`src/hdl/cps_isqrt.sv`:
```
`default_nettype none
// Pipelined integer square root, one result bit per stage.
// Sideband payload travels alongside the radicand unchanged.
module cps_isqrt #(
	parameter int unsigned InW = 34,
	parameter int unsigned SideW = 8
) (
	input wire clk,
	input wire arst_n,
	input wire in_valid,
	input wire [InW-1:0] radicand,
	input wire [SideW-1:0] side_in,
	output logic out_valid,
	output logic [InW/2-1:0] root,
	output logic [SideW-1:0] side_out
);

	localparam int unsigned Steps = InW / 2;

	logic [Steps:0] vld_s1;
	logic [InW-1:0] rem_s1 [Steps+1];
	logic [Steps-1:0] res_s1 [Steps+1];
	logic [SideW-1:0] side_s1 [Steps+1];

	always_comb begin
		vld_s1[0] = in_valid;
		rem_s1[0] = radicand;
		res_s1[0] = '0;
		side_s1[0] = side_in;
	end

	// Each stage decides one bit of the root by trial subtraction.
	for (genvar k = 0; k < Steps; k++) begin : g_step
		localparam int unsigned Sh = 2 * (Steps - 1 - k);
		logic [InW+1:0] trial;
		logic [InW+1:0] cur;
		always_comb begin
			cur = {2'b00, rem_s1[k]};
			trial = ({2'b00, {{2{1'b0}}, res_s1[k]}, 2'b01} << Sh);
		end
		always_ff @(posedge clk or negedge arst_n) begin
			if (!arst_n) begin
				vld_s1[k+1] <= 1'b0;
			end else begin
				vld_s1[k+1] <= vld_s1[k];
			end
		end
		always_ff @(posedge clk) begin
			side_s1[k+1] <= side_s1[k];
			if (cur >= trial) begin
				rem_s1[k+1] <= InW'(cur - trial);
				res_s1[k+1] <= {res_s1[k][Steps-2:0], 1'b1};
			end else begin
				rem_s1[k+1] <= rem_s1[k];
				res_s1[k+1] <= {res_s1[k][Steps-2:0], 1'b0};
			end
		end
	end

	assign out_valid = vld_s1[Steps];
	assign root = res_s1[Steps];
	assign side_out = side_s1[Steps];

endmodule
`default_nettype wire

```
`config.mk`:
```
export PLATFORM = sky130hd
export DESIGN_NAME = cps_isqrt
export DESIGN_NICKNAME = d
export VERILOG_FILES = /design/src/hdl/cps_isqrt.sv
export SDC_FILE = /design/constraint.sdc
export NUM_CORES = 1
export LEC_CHECK = 0
export BUFFER_PORTS_ARGS = -buffer_cell sky130_fd_sc_hd__buf_4
export CAP_MARGIN = 20
export CORE_UTILIZATION = 50
export DETAILED_ROUTE_END_ITERATION = 8
export PLACE_DENSITY = 0.69
export SLEW_MARGIN = 10
export SYNTH_ARGS = -nofsm -noshare
export SYNTH_HDL_FRONTEND = slang
export SYNTH_SLANG_ARGS = --single-unit
```
`constraint.sdc`:
```
create_clock -name clk -period 2.67 [get_ports clk]
set_clock_uncertainty 0.15 [all_clocks]
set_input_delay 0.534 -clock clk [delete_from_list [all_inputs] [get_ports clk]]
set_output_delay 0.534 -clock clk [all_outputs]
set_load 0.02 [all_outputs]
```
==> impl_metrics.yaml <==
drt:
  route.detailed.drc: 0
  post_drt_wl_per_cell_um: 15.7
  wl_mm: 61.7
  antenna_left: 0
  vias_per_cell: 5.16
  drtIter0Drc: 966
  dr.pass1.iters: 5
  num_vias: 20200
synth:
  synthCells: 2699
  synth_common_cells: "dfxtp_1, inv_1, ha_1"
  synth_cell_type_count: 77
  syn-num-nets: 2910
  synth_top_area_frac: 0.571
  yosysMostFrequentCell: "dfxtp_1"
  syn_avg_cell_area_um2: 10.8
  synth-seq-area-share: 0.585
  synthFlopType: "dfxtp_1"
  synth_edf_count: 0
  async_flop_share: 0.0200
  ys_seq_elements: 850
  synth.area.top_cells: "dfxtp_1, ha_1, xnor2_1"
  synth_warnings: 0
  syn_area_mm2: 0.0292
  yosys.area.top_type: "dfxtp_1"
clocking:
  root_buffer: "clkbuf_16"
  cts_htree_levels: 3
  cts_tree: "yes"
  clock_latency_ns: 0.63
  cts_sinks: 850
  cts_buffers: 83
  clkSlewWorstSetupHoldPaths_ns: 0.06
  max-clock-path-buffers: 3
placement:
  gp_congestion: 0.949
  preCtsSetupSlack_ns: -0.214
  place_area_mm2: 0.0322
  dpl.hpwl_mm: 45.0
  placedCellCount: 3704
  io_buffers: 70
critical_path:
  worst_r2r_endpoint: "g_step[15].cur[8]"
  worst_setup_path_start_kind: "register"
  crit_type: "register to register"
  worstPathArrival_ns: 3.17
  critPathRequiredTime_ns: 3.06
  worst-r2r-setup-slack_ns: -0.11
  end_kind: "register"
  cp_max_fo: 7
  reg2reg_depth: 9
  r2r-start: "g_step[14].cur[22]"
sta:
  post-route-period-util: 1.04
  layout_setup_ws_ns: -0.111
  worst_pin_slew_ns: 0.633
  post-route-min-period_ns: 2.78
  setup_viol: 37
  hold_viol_final: 0
  grt_setup_unrepaired: "true"
  max_freq_mhz: 360
  finalMaxSlewViolations: 0
  slew_headroom: 0.575
power:
  vdd.ir_drop.worst_v: 0.000621
  power.leakage_nw: 16.4
  total_power_mw: 40.8
  p_per_area_mw_per_mm2: 1110
cells_and_area:
  drive_above_1_share: 0.207
  design_area_mm2: 0.0366
  multiInputGateArea_mm2: 0.0122
  fin_cells: 3918
  seqCellArea_mm2: 0.0171
  nets: 3302
  fillCellCount: 4430
  area_growth_pct: 25.4
global_route:
  grt_max_degree: 29
  globalRouteTotalUtil: 0.205
  grt_pass1_vias: 20444
  grt_pass1_wl_mm: 99.7
  global_route.overflow_total: 0
  antenna_found_initial: 3
floorplan:
  start_util: 0.506
  core_mm2: 0.0577
  io_pins: 71
  rows: 88
  die_x_um: 244
  die_y_um: 244
  die_area_mm2: 0.0594
min_path:
  min_path_type: "primary input to asynchronous set/reset pin"
status:
  violations: "negative setup slack"
  status: "finished, violations left"
run:
  maxCapViolCount: 0
-- worst max path at each step --
| stage | cells after the start | to | from | slack [ns] |
|---|---|---|---|---|
| floorplan | 9 | g_step[7].cur[32] | g_step[6].trial[22] | 0.01 |
| global placement | 11 | g_step[14].cur[29] | g_step[13].trial[9] | -0.19 |
| detailed placement | 11 | g_step[14].cur[24] | g_step[13].trial[19] | -0.21 |
| CTS | 7 | g_step[9].cur[22] | g_step[8].cur[29] | -0.04 |
| global route | 11 | g_step[14].cur[33] | g_step[13].trial[12] | -0.21 |
| finish | 9 | g_step[15].cur[8] | g_step[14].cur[22] | -0.11 |
-- registers in the layout, indices dropped and copies added (netlist names) --
register      flops
root             17
side_out          8
g_step.trial    136
side_s1         128
out_valid         1
vld_s1           16
g_step.cur      544
-- per-stage QoR --
step | util | hold WS, ns | setup TNS (ns)
final | 0.635 | 0.170 | -2.48
after global routing | 0.635 | 0.171 | -5.94
after CTS | 0.617 | 0.128 | -0.269
after detailed placement | 0.558 | 0.162 | -10.12
after global placement | 0.558 | 0.160 | -8.84
after floorplan | - | 0.0884 | 0
-- worst max-delay path, cell delays in order, from the launching register on --
cell and delay, ns:
dfxtp_2 0.31, or4_4 0.53, or4_4 0.45, nor4_4 0.31
nand4b_1 0.21, a31oi_4 0.26, buf_8 0.20, clkbuf_16 0.19
nand2_4 0.04, o31ai_2 0.05
-- cells by family after synthesis --
| group | count (synthesis) | synth area share |
|---|---|---|
| DFF | 850 | 0.585 |
| and+or+nand+nor | 720 | 0.133 |
| AOI/OAI and AO/OA | 457 | 0.0971 |
| buffers and inverters | 253 | 0.0347 |
| xor gates and xnor gates | 213 | 0.0638 |
| adders and majority gates | 166 | 0.0711 |
| muxes | 40 | 0.0150 |
-- repair_timing --
| action | in CTS | in global routing |
|---|---|---|
| endpoints found under the hold margin | 61 | 0 |
| pin swaps | 10 | 68 |
| cloned | 0 | 5 |
| gates resized for setup | 50 | 198 |
| setup endpoints to repair | 116 | 183 |
| buffers inserted | 1 | 16 |
| hold buffers | 45 | 0 |
-- layout by cell type (no fill, tap or decap), types with 45 or more instances in the layout --
master           n
a21oi_1        123
buf_4          294
clkbuf_16       85
dfxtp_1        824
dlygate4sd3_1   45
ha_1           155
inv_1          199
nand2_1        125
nor2_1         141
nor3_1          57
nor4_1          65
o21ai_0         98
xnor2_1        127
xor2_1          83
-- cell type report --
cell class	instances	share of cell area
clock inverter	29	0.0104
multi-input combinational	1596	0.332
timing repair buffer	355	0.0795
inverter	205	0.0213
antenna	1	0.0000683
clock buffer	117	0.0632
tap	765	0.0261
sequential	850	0.467
-- power by group --
part           total [mW]  switching, mW  internal (mW)
registers            17.4           2.02           15.4
clock network        11.3           4.67           6.67
logic                12.0           6.03           6.00
-- layer usage --
| metal | global-route usage | wire (um) | vias up |
|---|---|---|---|
| met5 | 0 | 0 | - |
| met4 | 0.0820 | 2680 | 0 |
| met3 | 0.0344 | 2050 | 165 |
| met2 | 0.373 | 30800 | 416 |
| met1 | 0.239 | 26100 | 9500 |
| li1 | - | - | 10119 |
Note: power is estimated with default switching activity, not from simulation.
